`src/hw/rtl/accel_step_detector_top_assert.svh`:
```
// assertion macros for the step detector
// used by accel_step_detector_top, needs clk and rst_n in scope
`ifndef ACCEL_STEP_DETECTOR_TOP_ASSERT_SVH
`define ACCEL_STEP_DETECTOR_TOP_ASSERT_SVH

// same-cycle implication
`define ASD_ASSERT_IMP(label, ante, cons, msg) \
    label: assert property (@(posedge clk) disable iff (!rst_n) (ante) |-> (cons)) \
        else $error(msg);

// next-cycle implication
`define ASD_ASSERT_NXT(label, ante, cons, msg) \
    label: assert property (@(posedge clk) disable iff (!rst_n) (ante) |=> (cons)) \
        else $error(msg);

`endif

```
`src/hw/rtl/asd_pkg.sv`:
```
// shared types, constants and helpers for the step detector
// no dependencies
`timescale 1ns / 1ps
`default_nettype none

package asd_pkg;

    localparam int COUNT_BITS    = 24;
    localparam int TOTAL_BITS    = 24;
    localparam int AXIS_BITS     = 16;
    localparam int TIME_BITS     = 48;
    localparam int BASE_BITS     = 32;
    localparam int ROOT_BITS     = 16;
    localparam int RAD_BITS      = 2 * ROOT_BITS;
    localparam int REM_BITS      = ROOT_BITS + 2;
    localparam int SENS_BITS     = 7;
    localparam int GOAL_BITS     = 20;
    localparam int REFR_BITS     = 20;
    localparam int PCT_BITS      = 7;
    localparam int QUOT_BITS     = 7;
    localparam int THR_BITS      = 14;
    localparam int THR_SHIFT     = 29;
    localparam int ACC_BITS      = 48;
    localparam int MPLIER_BITS   = 16;
    localparam int NBITS_W       = 5;
    localparam int PROD_BITS     = COUNT_BITS + PCT_BITS;
    localparam int DSR_BITS      = GOAL_BITS + QUOT_BITS - 1;
    localparam int DIV_BITS      = (PROD_BITS > DSR_BITS) ? PROD_BITS : DSR_BITS;
    localparam int DIV_CNT_BITS  = $clog2(QUOT_BITS + 1);
    localparam int GCMP_BITS     = (COUNT_BITS > GOAL_BITS) ? COUNT_BITS : GOAL_BITS;
    localparam int ROOT_CNT_BITS = $clog2(ROOT_BITS + 1);

    localparam int IN_DATA_BITS  = 3 * AXIS_BITS + TIME_BITS;
    localparam int OUT_DATA_BITS = 1 + TOTAL_BITS + PCT_BITS;
    localparam int CFG_IDX_BITS  = 2;
    localparam int CFG_DATA_BITS = 20;

    localparam logic [CFG_IDX_BITS-1:0] CFG_SENS = 2'd0;
    localparam logic [CFG_IDX_BITS-1:0] CFG_GOAL = 2'd1;
    localparam logic [CFG_IDX_BITS-1:0] CFG_REFR = 2'd2;

    localparam logic [SENS_BITS-1:0]  SENS_RESET = 7'd100;
    localparam logic [GOAL_BITS-1:0]  GOAL_RESET = 20'd10000;
    localparam logic [REFR_BITS-1:0]  REFR_RESET = 20'd250000;
    localparam logic [BASE_BITS-1:0]  BASE_RESET = 32'h2000_0000;
    localparam logic [COUNT_BITS-1:0] COUNT_MAX  = {COUNT_BITS{1'b1}};

    localparam logic [MPLIER_BITS-1:0] BASE_GAIN = 16'd1311;
    localparam logic [MPLIER_BITS-1:0] THR_SCALE = 16'd9900;
    localparam logic [MPLIER_BITS-1:0] PCT_SCALE = 16'd100;
    localparam logic [PCT_BITS-1:0]    PCT_FULL  = 7'd100;

    localparam logic [NBITS_W-1:0] N_SQ   = 5'd16;
    localparam logic [NBITS_W-1:0] N_BASE = 5'd11;
    localparam logic [NBITS_W-1:0] N_THR  = 5'd14;
    localparam logic [NBITS_W-1:0] N_PCT  = 5'd7;

    typedef enum logic [3:0] {
        ST_IDLE,
        ST_SQ,
        ST_SQRT,
        ST_BASE,
        ST_RES,
        ST_CMP,
        ST_PCT,
        ST_PMUL,
        ST_DIV,
        ST_OUT
    } asd_state_t;

    typedef struct packed {
        logic                       start;
        logic                       clear;
        logic signed [ACC_BITS-1:0] mcand;
        logic [MPLIER_BITS-1:0]     mplier;
        logic [NBITS_W-1:0]         nbits;
    } asd_mul_req_t;

    // threshold numerator in units of 1/9900 g: 11995 - 115*sens, held at 0.05 g for sens of 100 and above
    function automatic logic [THR_BITS-1:0] thr_num(input logic [SENS_BITS-1:0] sens);
        logic [THR_BITS-1:0] prod;
        prod = THR_BITS'(sens) * 14'd115;
        if (sens >= 7'd100)
            return 14'd495;
        else
            return 14'd11995 - prod;
    endfunction

endpackage

`default_nettype wire

```
`src/hw/rtl/accel_step_detector_top.sv`:
```
// step detector top level: sequencer, state, config and stream ports
// uses asd_pkg, asd_mul, asd_sqrt, asd_div and the assertion macro header
`timescale 1ns / 1ps
`default_nettype none

// Takes one accelerometer sample per input beat and returns one result beat
// per sample. A sample passes through these steps: taking it in, the three
// squares through the bit-serial multiplier, the magnitude through the square
// root unit, then the baseline update, the threshold product and compare
// (skipped inside the refractory window or with no positive residual), picking
// the percentage path, the goal percentage (a product then a divide, skipped
// when the goal is zero or reached) and loading the output register.
// One sample is worked on at a time; a finished result waits in the output
// register while the next sample is taken in. Configuration writes take
// effect at once and belong between samples.

module accel_step_detector_top (
    input  wire logic                                   clk,
    input  wire logic                                   rst_n,
    // accel_x [15:0], accel_y [31:16], accel_z [47:32], time_us [95:48]
    input  wire logic [asd_pkg::IN_DATA_BITS-1:0]       s_tdata,
    // day_rollover
    input  wire logic                                   s_tuser,
    input  wire logic                                   s_tvalid,
    output logic                                        s_tready,
    // step_detected [0], step_total [24:1], goal_percent [31:25]
    output logic [asd_pkg::OUT_DATA_BITS-1:0]           m_tdata,
    output logic                                        m_tvalid,
    input  wire logic                                   m_tready,
    input  wire logic                                   cfg_we,
    input  wire logic [asd_pkg::CFG_IDX_BITS-1:0]       cfg_index,
    input  wire logic [asd_pkg::CFG_DATA_BITS-1:0]      cfg_data
);
    import asd_pkg::*;

    `include "accel_step_detector_top_assert.svh"

    asd_state_t state_reg, state_next;

    logic [SENS_BITS-1:0]           sens_reg;
    logic [GOAL_BITS-1:0]           goal_reg;
    logic [REFR_BITS-1:0]           refr_reg;
    logic [BASE_BITS-1:0]           base_reg, base_next;
    logic [TIME_BITS-1:0]           last_reg, last_next;
    logic [COUNT_BITS-1:0]          count_reg, count_next;
    logic [2:0][AXIS_BITS-1:0]      abs_reg, abs_next;
    logic [TIME_BITS-1:0]           time_reg, time_next;
    logic [1:0]                     axis_reg, axis_next;
    logic                           issued_reg, issued_next;
    logic [ROOT_BITS-1:0]           mag_reg, mag_next;
    logic                           eok_reg, eok_next;
    logic                           det_reg, det_next;
    logic [PCT_BITS-1:0]            pct_reg, pct_next;
    logic                           mvalid_reg, mvalid_next;
    logic [OUT_DATA_BITS-1:0]       mdata_reg, mdata_next;

    logic                           s_accept;
    logic                           out_load;
    logic                           unit_busy;
    logic                           op_done;
    logic                           res_go;
    logic                           step_hit;
    logic                           goal_skip;
    logic signed [BASE_BITS:0]      diff;
    logic signed [BASE_BITS:0]      residual;
    logic [TIME_BITS-1:0]           elapsed;
    logic [2:0][AXIS_BITS-1:0]      axis_in;
    logic [2:0][AXIS_BITS-1:0]      axis_abs;

    asd_mul_req_t                   mul_req;
    logic                           mul_busy;
    logic signed [ACC_BITS-1:0]     mul_acc;
    logic                           sqrt_start;
    logic                           sqrt_busy;
    logic [ROOT_BITS-1:0]           sqrt_root;
    logic                           div_start;
    logic                           div_busy;
    logic [QUOT_BITS-1:0]           div_quot;

    asd_mul u_mul (
        .clk   (clk),
        .rst_n (rst_n),
        .req   (mul_req),
        .busy  (mul_busy),
        .acc   (mul_acc)
    );

    asd_sqrt u_sqrt (
        .clk      (clk),
        .rst_n    (rst_n),
        .start    (sqrt_start),
        .radicand (mul_acc[RAD_BITS-1:0]),
        .busy     (sqrt_busy),
        .root     (sqrt_root)
    );

    asd_div u_div (
        .clk      (clk),
        .rst_n    (rst_n),
        .start    (div_start),
        .dividend (mul_acc[PROD_BITS-1:0]),
        .divisor  (goal_reg),
        .busy     (div_busy),
        .quot     (div_quot)
    );

    assign s_tready = (state_reg == ST_IDLE);
    assign s_accept = s_tvalid && s_tready;
    assign out_load = (state_reg == ST_OUT) && (!mvalid_reg || m_tready);

    // absolute values of the axes
    always_comb
    begin
        for (int i = 0; i < 3; i++)
        begin
            axis_in[i]  = s_tdata[i*AXIS_BITS +: AXIS_BITS];
            axis_abs[i] = axis_in[i][AXIS_BITS-1] ? AXIS_BITS'(-axis_in[i]) : axis_in[i];
        end
    end

    assign elapsed  = s_tdata[3*AXIS_BITS +: TIME_BITS] - last_reg;
    assign diff     = $signed({1'b0, mag_reg, 16'b0}) - $signed({1'b0, base_reg});
    assign residual = diff;
    assign res_go   = eok_reg && !residual[BASE_BITS] && (residual != '0);
    assign step_hit = mul_acc > $signed(ACC_BITS'({thr_num(sens_reg), {THR_SHIFT{1'b0}}}));
    assign goal_skip = (goal_reg == '0) || (GCMP_BITS'(count_reg) >= GCMP_BITS'(goal_reg));

    always_comb
    begin
        unique case (state_reg)
            ST_SQRT: unit_busy = sqrt_busy;
            ST_DIV:  unit_busy = div_busy;
            default: unit_busy = mul_busy;
        endcase
    end

    assign op_done = issued_reg && !unit_busy;

    // next state
    always_comb
    begin
        state_next = state_reg;
        unique case (state_reg)
            ST_IDLE: if (s_accept) state_next = ST_SQ;
            ST_SQ:   if (op_done && axis_reg == 2'd2) state_next = ST_SQRT;
            ST_SQRT: if (op_done) state_next = ST_BASE;
            ST_BASE: if (op_done) state_next = ST_RES;
            ST_RES:
            begin
                if (!res_go)
                    state_next = ST_PCT;
                else if (op_done)
                    state_next = ST_CMP;
            end
            ST_CMP:  state_next = ST_PCT;
            ST_PCT:  state_next = goal_skip ? ST_OUT : ST_PMUL;
            ST_PMUL: if (op_done) state_next = ST_DIV;
            ST_DIV:  if (op_done) state_next = ST_OUT;
            ST_OUT:  if (out_load) state_next = ST_IDLE;
            default: state_next = ST_IDLE;
        endcase
    end

    // datapath and unit control
    always_comb
    begin
        base_next   = base_reg;
        last_next   = last_reg;
        count_next  = count_reg;
        abs_next    = abs_reg;
        time_next   = time_reg;
        axis_next   = axis_reg;
        issued_next = issued_reg;
        mag_next    = mag_reg;
        eok_next    = eok_reg;
        det_next    = det_reg;
        pct_next    = pct_reg;
        mdata_next  = mdata_reg;
        mvalid_next = mvalid_reg && !m_tready;
        mul_req     = '0;
        sqrt_start  = 1'b0;
        div_start   = 1'b0;

        unique case (state_reg)
            ST_IDLE:
            begin
                if (s_accept)
                begin
                    abs_next    = axis_abs;
                    time_next   = s_tdata[3*AXIS_BITS +: TIME_BITS];
                    eok_next    = elapsed >= TIME_BITS'(refr_reg);
                    det_next    = 1'b0;
                    axis_next   = 2'd0;
                    issued_next = 1'b0;
                    if (s_tuser)
                        count_next = '0;
                end
            end
            ST_SQ:
            begin
                if (!issued_reg)
                begin
                    mul_req.start  = 1'b1;
                    mul_req.clear  = (axis_reg == 2'd0);
                    mul_req.mcand  = ACC_BITS'(abs_reg[axis_reg]);
                    mul_req.mplier = abs_reg[axis_reg];
                    mul_req.nbits  = N_SQ;
                    issued_next    = 1'b1;
                end
                else if (op_done)
                begin
                    issued_next = 1'b0;
                    axis_next   = axis_reg + 1'b1;
                end
            end
            ST_SQRT:
            begin
                if (!issued_reg)
                begin
                    sqrt_start  = 1'b1;
                    issued_next = 1'b1;
                end
                else if (op_done)
                begin
                    issued_next = 1'b0;
                    mag_next    = sqrt_root;
                end
            end
            ST_BASE:
            begin
                if (!issued_reg)
                begin
                    mul_req.start  = 1'b1;
                    mul_req.clear  = 1'b1;
                    mul_req.mcand  = ACC_BITS'(diff);
                    mul_req.mplier = BASE_GAIN;
                    mul_req.nbits  = N_BASE;
                    issued_next    = 1'b1;
                end
                else if (op_done)
                begin
                    issued_next = 1'b0;
                    base_next   = base_reg + mul_acc[ACC_BITS-1:16];
                end
            end
            ST_RES:
            begin
                if (res_go && !issued_reg)
                begin
                    mul_req.start  = 1'b1;
                    mul_req.clear  = 1'b1;
                    mul_req.mcand  = ACC_BITS'(residual);
                    mul_req.mplier = THR_SCALE;
                    mul_req.nbits  = N_THR;
                    issued_next    = 1'b1;
                end
                else if (op_done)
                    issued_next = 1'b0;
            end
            ST_CMP:
            begin
                if (step_hit)
                begin
                    det_next  = 1'b1;
                    last_next = time_reg;
                    if (count_reg != COUNT_MAX)
                        count_next = count_reg + 1'b1;
                end
            end
            ST_PCT:
            begin
                pct_next = (goal_reg == '0) ? '0 : PCT_FULL;
            end
            ST_PMUL:
            begin
                if (!issued_reg)
                begin
                    mul_req.start  = 1'b1;
                    mul_req.clear  = 1'b1;
                    mul_req.mcand  = ACC_BITS'(count_reg);
                    mul_req.mplier = PCT_SCALE;
                    mul_req.nbits  = N_PCT;
                    issued_next    = 1'b1;
                end
                else if (op_done)
                    issued_next = 1'b0;
            end
            ST_DIV:
            begin
                if (!issued_reg)
                begin
                    div_start   = 1'b1;
                    issued_next = 1'b1;
                end
                else if (op_done)
                begin
                    issued_next = 1'b0;
                    pct_next    = div_quot;
                end
            end
            ST_OUT:
            begin
                if (out_load)
                begin
                    mvalid_next = 1'b1;
                    mdata_next  = {pct_reg, TOTAL_BITS'(count_reg), det_reg};
                end
            end
            default:
            begin
                issued_next = 1'b0;
            end
        endcase
    end

    always_ff @(posedge clk or negedge rst_n)
    begin
        if (!rst_n)
        begin
            state_reg  <= ST_IDLE;
            sens_reg   <= SENS_RESET;
            goal_reg   <= GOAL_RESET;
            refr_reg   <= REFR_RESET;
            base_reg   <= BASE_RESET;
            last_reg   <= '0;
            count_reg  <= '0;
            axis_reg   <= '0;
            issued_reg <= 1'b0;
            det_reg    <= 1'b0;
            mvalid_reg <= 1'b0;
        end
        else
        begin
            state_reg  <= state_next;
            base_reg   <= base_next;
            last_reg   <= last_next;
            count_reg  <= count_next;
            axis_reg   <= axis_next;
            issued_reg <= issued_next;
            det_reg    <= det_next;
            mvalid_reg <= mvalid_next;
            if (cfg_we)
            begin
                unique case (cfg_index)
                    CFG_SENS: sens_reg <= cfg_data[SENS_BITS-1:0];
                    CFG_GOAL: goal_reg <= cfg_data[GOAL_BITS-1:0];
                    CFG_REFR: refr_reg <= cfg_data[REFR_BITS-1:0];
                    default:  ;
                endcase
            end
        end
    end

    always_ff @(posedge clk)
    begin
        abs_reg   <= abs_next;
        time_reg  <= time_next;
        mag_reg   <= mag_next;
        eok_reg   <= eok_next;
        pct_reg   <= pct_next;
        mdata_reg <= mdata_next;
    end

    assign m_tvalid = mvalid_reg;
    assign m_tdata  = mdata_reg;

    `ASD_ASSERT_IMP(a_step_has_count, out_load && det_reg, count_reg != '0, "step beat with zero count")
    `ASD_ASSERT_IMP(a_pct_capped, m_tvalid, m_tdata[OUT_DATA_BITS-1 -: PCT_BITS] <= PCT_FULL, "percent above cap")
    `ASD_ASSERT_NXT(a_accept_leaves_idle, s_accept, state_reg == ST_SQ, "sample not started")
    `ASD_ASSERT_IMP(a_mul_no_relaunch, mul_req.start, !mul_busy, "multiplier started while busy")

endmodule

`default_nettype wire

```
`src/hw/rtl/asd_mul.sv`:
```
// bit-serial shift-add multiplier with accumulator
// uses asd_pkg
`timescale 1ns / 1ps
`default_nettype none

module asd_mul (
    input  wire logic                               clk,
    input  wire logic                               rst_n,
    input  wire asd_pkg::asd_mul_req_t              req,
    output logic                                    busy,
    output logic signed [asd_pkg::ACC_BITS-1:0]     acc
);
    import asd_pkg::*;

    logic signed [ACC_BITS-1:0] mcand_reg, mcand_next;
    logic [MPLIER_BITS-1:0]     mplier_reg, mplier_next;
    logic [NBITS_W-1:0]         cnt_reg, cnt_next;
    logic signed [ACC_BITS-1:0] acc_reg, acc_next;

    always_comb
    begin
        mcand_next  = mcand_reg;
        mplier_next = mplier_reg;
        cnt_next    = cnt_reg;
        acc_next    = acc_reg;
        if (req.start)
        begin
            mcand_next  = req.mcand;
            mplier_next = req.mplier;
            cnt_next    = req.nbits;
            if (req.clear)
                acc_next = '0;
        end
        else if (cnt_reg != '0)
        begin
            if (mplier_reg[0])
                acc_next = acc_reg + mcand_reg;
            mcand_next  = mcand_reg <<< 1;
            mplier_next = mplier_reg >> 1;
            cnt_next    = cnt_reg - 1'b1;
        end
    end

    always_ff @(posedge clk or negedge rst_n)
    begin
        if (!rst_n)
            cnt_reg <= '0;
        else
            cnt_reg <= cnt_next;
    end

    always_ff @(posedge clk)
    begin
        mcand_reg  <= mcand_next;
        mplier_reg <= mplier_next;
        acc_reg    <= acc_next;
    end

    assign busy = (cnt_reg != '0);
    assign acc  = acc_reg;

endmodule

`default_nettype wire

```
`src/hw/rtl/asd_sqrt.sv`:
```
// bit-serial integer square root, two radicand bits per cycle
// uses asd_pkg
`timescale 1ns / 1ps
`default_nettype none

module asd_sqrt (
    input  wire logic                           clk,
    input  wire logic                           rst_n,
    input  wire logic                           start,
    input  wire logic [asd_pkg::RAD_BITS-1:0]   radicand,
    output logic                                busy,
    output logic [asd_pkg::ROOT_BITS-1:0]       root
);
    import asd_pkg::*;

    logic [RAD_BITS-1:0]      rad_reg, rad_next;
    logic [REM_BITS-1:0]      rem_reg, rem_next;
    logic [ROOT_BITS-1:0]     root_reg, root_next;
    logic [ROOT_CNT_BITS-1:0] cnt_reg, cnt_next;
    logic [REM_BITS-1:0]      rem_sh;
    logic [REM_BITS-1:0]      trial;

    assign rem_sh = {rem_reg[REM_BITS-3:0], rad_reg[RAD_BITS-1:RAD_BITS-2]};
    assign trial  = {root_reg, 2'b01};

    always_comb
    begin
        rad_next  = rad_reg;
        rem_next  = rem_reg;
        root_next = root_reg;
        cnt_next  = cnt_reg;
        if (start)
        begin
            rad_next  = radicand;
            rem_next  = '0;
            root_next = '0;
            cnt_next  = ROOT_CNT_BITS'(ROOT_BITS);
        end
        else if (cnt_reg != '0)
        begin
            rad_next = rad_reg << 2;
            cnt_next = cnt_reg - 1'b1;
            if (rem_sh >= trial)
            begin
                rem_next  = rem_sh - trial;
                root_next = {root_reg[ROOT_BITS-2:0], 1'b1};
            end
            else
            begin
                rem_next  = rem_sh;
                root_next = {root_reg[ROOT_BITS-2:0], 1'b0};
            end
        end
    end

    always_ff @(posedge clk or negedge rst_n)
    begin
        if (!rst_n)
            cnt_reg <= '0;
        else
            cnt_reg <= cnt_next;
    end

    always_ff @(posedge clk)
    begin
        rad_reg  <= rad_next;
        rem_reg  <= rem_next;
        root_reg <= root_next;
    end

    assign busy = (cnt_reg != '0);
    assign root = root_reg;

endmodule

`default_nettype wire

```
`src/hw/rtl/asd_div.sv`:
```
// restoring divider, one quotient bit per cycle, short quotient
// uses asd_pkg
`timescale 1ns / 1ps
`default_nettype none

module asd_div (
    input  wire logic                           clk,
    input  wire logic                           rst_n,
    input  wire logic                           start,
    input  wire logic [asd_pkg::PROD_BITS-1:0]  dividend,
    input  wire logic [asd_pkg::GOAL_BITS-1:0]  divisor,
    output logic                                busy,
    output logic [asd_pkg::QUOT_BITS-1:0]       quot
);
    import asd_pkg::*;

    logic [DIV_BITS-1:0]     rem_reg, rem_next;
    logic [DIV_BITS-1:0]     dsr_reg, dsr_next;
    logic [QUOT_BITS-1:0]    q_reg, q_next;
    logic [DIV_CNT_BITS-1:0] cnt_reg, cnt_next;

    always_comb
    begin
        rem_next = rem_reg;
        dsr_next = dsr_reg;
        q_next   = q_reg;
        cnt_next = cnt_reg;
        if (start)
        begin
            rem_next = DIV_BITS'(dividend);
            dsr_next = DIV_BITS'(divisor) << (QUOT_BITS - 1);
            q_next   = '0;
            cnt_next = DIV_CNT_BITS'(QUOT_BITS);
        end
        else if (cnt_reg != '0)
        begin
            dsr_next = dsr_reg >> 1;
            cnt_next = cnt_reg - 1'b1;
            if (rem_reg >= dsr_reg)
            begin
                rem_next = rem_reg - dsr_reg;
                q_next   = {q_reg[QUOT_BITS-2:0], 1'b1};
            end
            else
                q_next   = {q_reg[QUOT_BITS-2:0], 1'b0};
        end
    end

    always_ff @(posedge clk or negedge rst_n)
    begin
        if (!rst_n)
            cnt_reg <= '0;
        else
            cnt_reg <= cnt_next;
    end

    always_ff @(posedge clk)
    begin
        rem_reg <= rem_next;
        dsr_reg <= dsr_next;
        q_reg   <= q_next;
    end

    assign busy = (cnt_reg != '0);
    assign quot = q_reg;

endmodule

`default_nettype wire
```
`config.mk`:
```
export PLATFORM = sky130hd
export DESIGN_NAME = accel_step_detector_top
export DESIGN_NICKNAME = d
export VERILOG_FILES = /design/src/hw/rtl/asd_pkg.sv /design/src/hw/rtl/accel_step_detector_top.sv /design/src/hw/rtl/asd_mul.sv /design/src/hw/rtl/asd_sqrt.sv /design/src/hw/rtl/asd_div.sv
export VERILOG_INCLUDE_DIRS = /design/src /design/src/hw/rtl
export SDC_FILE = /design/constraint.sdc
export NUM_CORES = 1
export LEC_CHECK = 0
export ABC_AREA = 0
export BUFFER_PORTS_ARGS = -buffer_cell sky130_fd_sc_hd__buf_2
export CAP_MARGIN = 30
export CORE_ASPECT_RATIO = 1.25
export CORE_MARGIN = 2
export CORE_UTILIZATION = 47
export CTS_BUF_LIST = sky130_fd_sc_hd__clkbuf_4
export CTS_CLUSTER_DIAMETER = 200
export DETAILED_ROUTE_END_ITERATION = 10
export PLACE_DENSITY = 0.65
export SLEW_MARGIN = 5
export SYNTH_ARGS = -nofsm -noshare
export SYNTH_HDL_FRONTEND = slang
export SYNTH_SLANG_ARGS = --single-unit
```
`constraint.sdc`:
```
create_clock -name clk -period 8.3 [get_ports clk]
set_input_delay 0.83 -clock clk [delete_from_list [all_inputs] [get_ports clk]]
set_output_delay 0.83 -clock clk [all_outputs]
set_load 0.03 [all_outputs]
```
Word level (Yosys, flattened, before mapping). Cells that the tools add are included. Widths: inputs -> output; s select.

Flip-flop bits (word level): 565. Bits in writable memories: 0. Latch bits: 0. ROM bits: 0. Word-level logic and storage cells: 210. Memories: 0. Output and inout port bits: 34.

Eq/ne operators: 29. $mul: 1. Reduce and logical (&&, ||, !) cells: 49. Bitwise operators: 1. Divide/modulo/power cells: 0. Multiplexer cells: 73. Magnitude comparators: 7. Shift-type cells: 0. Add/subtract/negate cells: 15.

Operators by type and width (count): $mux 48 (6); $mux 71 (4); $pmux 71 s4 (1); $mux 24 (4); $mux 31 (3); $mux 16 (4); $mux 32 (2); $mux 26 (2); $add 48x48->48 (1); $ge 48x20->1 (1); $gt 48x44->1 (1); $neg 16->16 (3); $pmux 24 s2 (1); $sub 48x48->48 (1); $mux 15 (3); $mux 4 (10); $pmux 4 s10 (1); $reduce_bool 33->1 (1); $sub 32x32->33 (1); $add 32x32->32 (1); $bmux 16 s2 (1); $ge 31x26->1 (1); $sub 31x26->31 (1); $ne 2x2->1 const B (13); other kinds (47) (108).

Logic depth before layout (Yosys ltp).
Depth in word-level cells: 9. Depth in mapped cells: 29. Gate-level depth less buffers: 29.

By module. A second synthesis with hierarchy kept.

Cell total of the unflattened synthesis: 3821. Area total of the unflattened synthesis: 37219.4 µm².

Modules (own cells, without submodules): accel_step_detector_top (times used 1, seq. area each 8588.2 µm², cells each 2225, area each 21165.3 µm²); asd_mul (times used 1, seq. area each 3488.3 µm², cells each 678, area each 7546.0 µm²); asd_div (times used 1, seq. area each 1866.8 µm², cells each 523, area each 4601.9 µm²); asd_sqrt (times used 1, seq. area each 1726.7 µm², cells each 395, area each 3906.2 µm²).

Least setup slack after synthesis. OpenSTA, ideal clock, no wires.

Kind: reg2reg. Start point: reg sens_reg[2]. End point: reg count_reg[19]. Slack: 1863 ps. Period minus slack after synthesis: 6437 ps. Cell stages (with the launch flop): 30. Data arrival time: 6358 ps. Setup time: 79 ps. Data required time: 8221 ps. Cells stage by stage: dfstp_2 > inv_1 > ha_1 > xnor2_1 > ha_1 > fa_1 > inv_1 > fa_1 > inv_1 > ha_1 > inv_1 > o21bai_1 > a21oi_1 > o21bai_1 > a21oi_1 > o21bai_1 > a21oi_1 > xnor2_1 > nand2_1 > ha_1 > and3_1 > nand2_1 > o21ai_0 > a21oi_1 > nor4_1 > o21ai_1 > a21oi_1 > nand4_1 > xor2_1 > a21oi_1.

Cells in the longest elaborated chain, start to end: 6. Elaborated cells on any way between the ends: 7. Those cells by class: add/sub (1); mul (1); order compare (2); eq/ne (1); mux (1); reduce/logical (1).

Ends and longest elaborated chain: start, declared (line accel_step_detector_top.sv:40) `logic [SENS_BITS-1:0] sens_reg;`; start signal, assigned (line accel_step_detector_top.sv:345) `CFG_SENS: sens_reg <= cfg_data[SENS_BITS-1:0];`; $mul 7x7->14 (line asd_pkg.sv:82) `prod = THR_BITS'(sens) * 14'd115;`; $sub 14x14->14 (line asd_pkg.sv:86) `return 14'd11995 - prod;`; $mux 14 (*) (line asd_pkg.sv:83) `if (sens >= 7'd100)`; $gt 48x44->1 (*) (line accel_step_detector_top.sv:125) `assign step_hit = mul_acc > $signed(ACC_BITS'({thr_num(sens_reg), {THR_SHIFT{1'b0}}}));`; $ne 2x2->1 (no line) (*); $reduce_and 5->1 (no line) (*); end signal, assigned (line accel_step_detector_top.sv:337) `count_reg <= count_next;`; end, declared (line accel_step_detector_top.sv:45) `logic [COUNT_BITS-1:0] count_reg, count_next;`.

Every way passes the cells marked *; elsewhere a longest branch is shown, timed or not. A chain may end at the register's enable or synchronous reset.

Worst setup path after layout.
Start point: reg sens_reg[2]. End point: reg count_reg[21].

The elaborated chain is that of the path after synthesis.

==> run_results.csv <==
group,metric,value,unit
layout,finalNetCount,4517,
sta,setup_tns,0,ns
power,p_switching,8.232,mW
detailed_routing,wl,101200,um
die,core_area,76070,um2
status,status,"finished, final reports clean",
power,p_clk_share,14.3,%
synth,synth_common_cells,"440 x nand2_1, 347 x edfxtp_1, 295 x ha_1, 288 x o21ai_0, 283 x inv_1",
sta,slew_viol_final,0,
clocking,postCtsHoldBufs,66,
synth,ys_types,92,
placed_design,portBuffers,157,
setup_path,startpoint_type,"register",
setup_path,end_kind,"register",
clocking,post_cts_buffers,0,
sta,rsz0062_at_grt,"no",
layout,fin_util,53.43,%
sta,setup_violations,0,
synth,synth_largest_area_cell,"edfxtp_1",
sta,hold_viol_final,0,
placed_design,hpwl,75460,um
clocking,cts_max_path_buffers,3,
power,intPower,10.07,mW
die,die_x,251.9,um
die,die_h,313.8,um
detailed_routing,vias_per_cell,5.695,
clocking,clock_latency,1.09,ns
sta,fmax,0.1476,GHz
global_route,grtUsageMet2,44.15,%
setup_path,cp.required,9.27,ns
sta,min_period,6.774,ns
clocking,cts_made_buffers,151,
setup_path,cpPeakStageDelay,0.61,ns
layout,layout-drive-gt1-share,13.02,%
synth,synth.top_cells.by_area,"edfxtp_1 29%, dfrtp_1 11%, ha_1 10%",
clocking,path_clk_slew,0.07,ns
sta,finClkSkew,0.09777,ns
die,initial_core_util,47.45,%
clocking,cts_resized,0,
global_route,grtUsageMet3,4.687,%
global_route,gr-total-overflow,0,
synth,synthArstFlopShare,30.62,%
sta,relSlewSlack,36.10,%
clocking,cts_root_buf,"clkbuf_4",
synth,synth_edf_count,347,
setup_path,worst-path-max-fanout,16,
global_route,grt_pass1_wl,158600,um
detailed_routing,via_count,29580,
sta,period_share,81.62,%
global_route,track_usage,25.68,%
sta,worst_slew_pin_slew,0.9586,ns
global_route,busiest_layer,"met2",
synth,yosysMostFrequentCell,"nand2_1",
synth,ys_ff_latch,565,
global_route,gr-usage-met1,31.29,%
global_route,grt_pass1_vias,29310,
clocking,cts.htree.levels,4,
power,irDropWorstVdd,0.0002857,V
power,swShare,44.98,%
synth,syn_nets,4251,
global_route,antenna_found_initial,9,
placed_design,gp_congestion,0.9644,
power,p_seq_share,29.7,%
synth,synthesis.area,36090,um2
synth,synthDominantCellAreaShare,28.87,%
synth,avgSynthCellArea,9.450,um2
synth,syn_inst,3819,
setup_path,crit_type,"register to register",
detailed_routing,avgRoutedWirePerCell,19.48,um
synth,synth_warnings,0,
detailed_routing,dr.pass1.iters,5,
flow_run,maxCapViolations,0,
setup_path,cpMostUsedCell,"a21oi_1",
die,die_area,79030,um2
power,pwr_density_cell,450.3,nW/um2
detailed_routing,ant_nets,0,
setup_path,worstPathArrival,7.75,ns
die,pin_count,158,
power,p_leak,17.59,nW
die,rows,113,
power,power_frac_comb,56.0,%
clocking,cts_sinks,565,
min_path,hp-class,"input port to register",
layout,regArea,15670,um2
global_route,grt_max_degree,74,
synth,synth_flop_cell,"edfxtp_1",
clocking,cts_tree,"built",
layout,fillers,6998,
setup_path,crit_slowest_cell,"dfstp_2",
detailed_routing,drc,0,
layout,area_delta_synth_final,12.61,%
layout,multi_input_area,18850,um2
synth,yosysSeqAreaShare,43.42,%
detailed_routing,drt-initial-drc-count,2030,
## logic make-up after synthesis
group           share of synthesized area (%)
flops                                   43.42
compound gates                          17.62
buf+inv                                 4.559
mux                                     2.489
simple gates                            15.85
xor+xnor                                5.121
fa+ha+maj                               10.95
## worst paths after layout
kind	endpoint	slack (ns)	cells past startpoint	from
setup / recovery	count_reg[21]	1.53	30	sens_reg[2]
hold / removal	abs_reg[36]	0.09	2	s_tdata[36]
setup reg to reg	count_reg[21]	1.53	30	sens_reg[2]
hold reg to reg	m_tdata[30]	0.42	0	pct_reg[5]
max in group asynchronous	last_reg[41]	6.84	3	rst_n
min in group asynchronous	base_reg[5]	0.32	2	rst_n
## placed cells by master, fill, tap and decap left out, types with 92 or more instances in the layout
cell and n:
xnor2_1 140, a21o_1 116, a21oi_1 281, nand2_1 439, inv_1 282, ha_1 295
nor2_1 273, clkbuf_4 232, nand3_1 92, buf_2 156, dfrtp_1 157, edfxtp_1 347
o21ai_0 288
## power groups by stage
stage	Sequential (mW)	Combinational, mW	Clock [mW]
floorplan	4.94	8.01	0
CTS	5.41	10.2	2.69
global placement	5.44	9.97	0
detailed placement	5.46	10.1	0
global route	5.53	11.5	2.83
finish	5.43	10.2	2.62
## stage by stage
step / setup WS, ns / total power, mW / std cells / hold slack [ns] / instance area (um2)
after floorplan: 1.863 / 12.96 / 3819 / 0.4003 / 36090
after global placement: 1.486 / 15.41 / 4837 / 0.4028 / 37840
after detailed placement: 1.336 / 15.56 / 4841 / 0.4045 / 37900
after CTS: 1.479 / 18.30 / 5184 / 0.002760 / 40580
after global routing: 0.9332 / 19.88 / 5193 / -0.01736 / 40640
final: 1.526 / 18.30 / 5195 / 0.08598 / 40640
## metal layers
metal | routed length, um | vias up
met3 | 5565 | 255
met4 | 4398 | 4
li1 | - | 14440
met1 | 41890 | 14020
met2 | 49310 | 870
met5 | 32 | -
## final cells by class
type                       count  area share (%)
antenna                        9         0.05542
clock buffer                 232           4.286
clock inverter                45          0.6835
inverter                     283           2.620
multi-input combinational   2823           46.37
sequential                   565           38.56
tap                          977           3.008
timing repair buffer         261           4.415
## worst max-delay path, delay by kind of cell, from the launching register on
family / cells / cell delay (ns)
xor+xnor: 3 / 0.47
compound gates: 11 / 1.98
buf+inv: 5 / 0.51
simple gates: 5 / 0.81
flops: 1 / 0.61
fa+ha+maj: 6 / 2.32
Power figures use the tool's default switching activity.
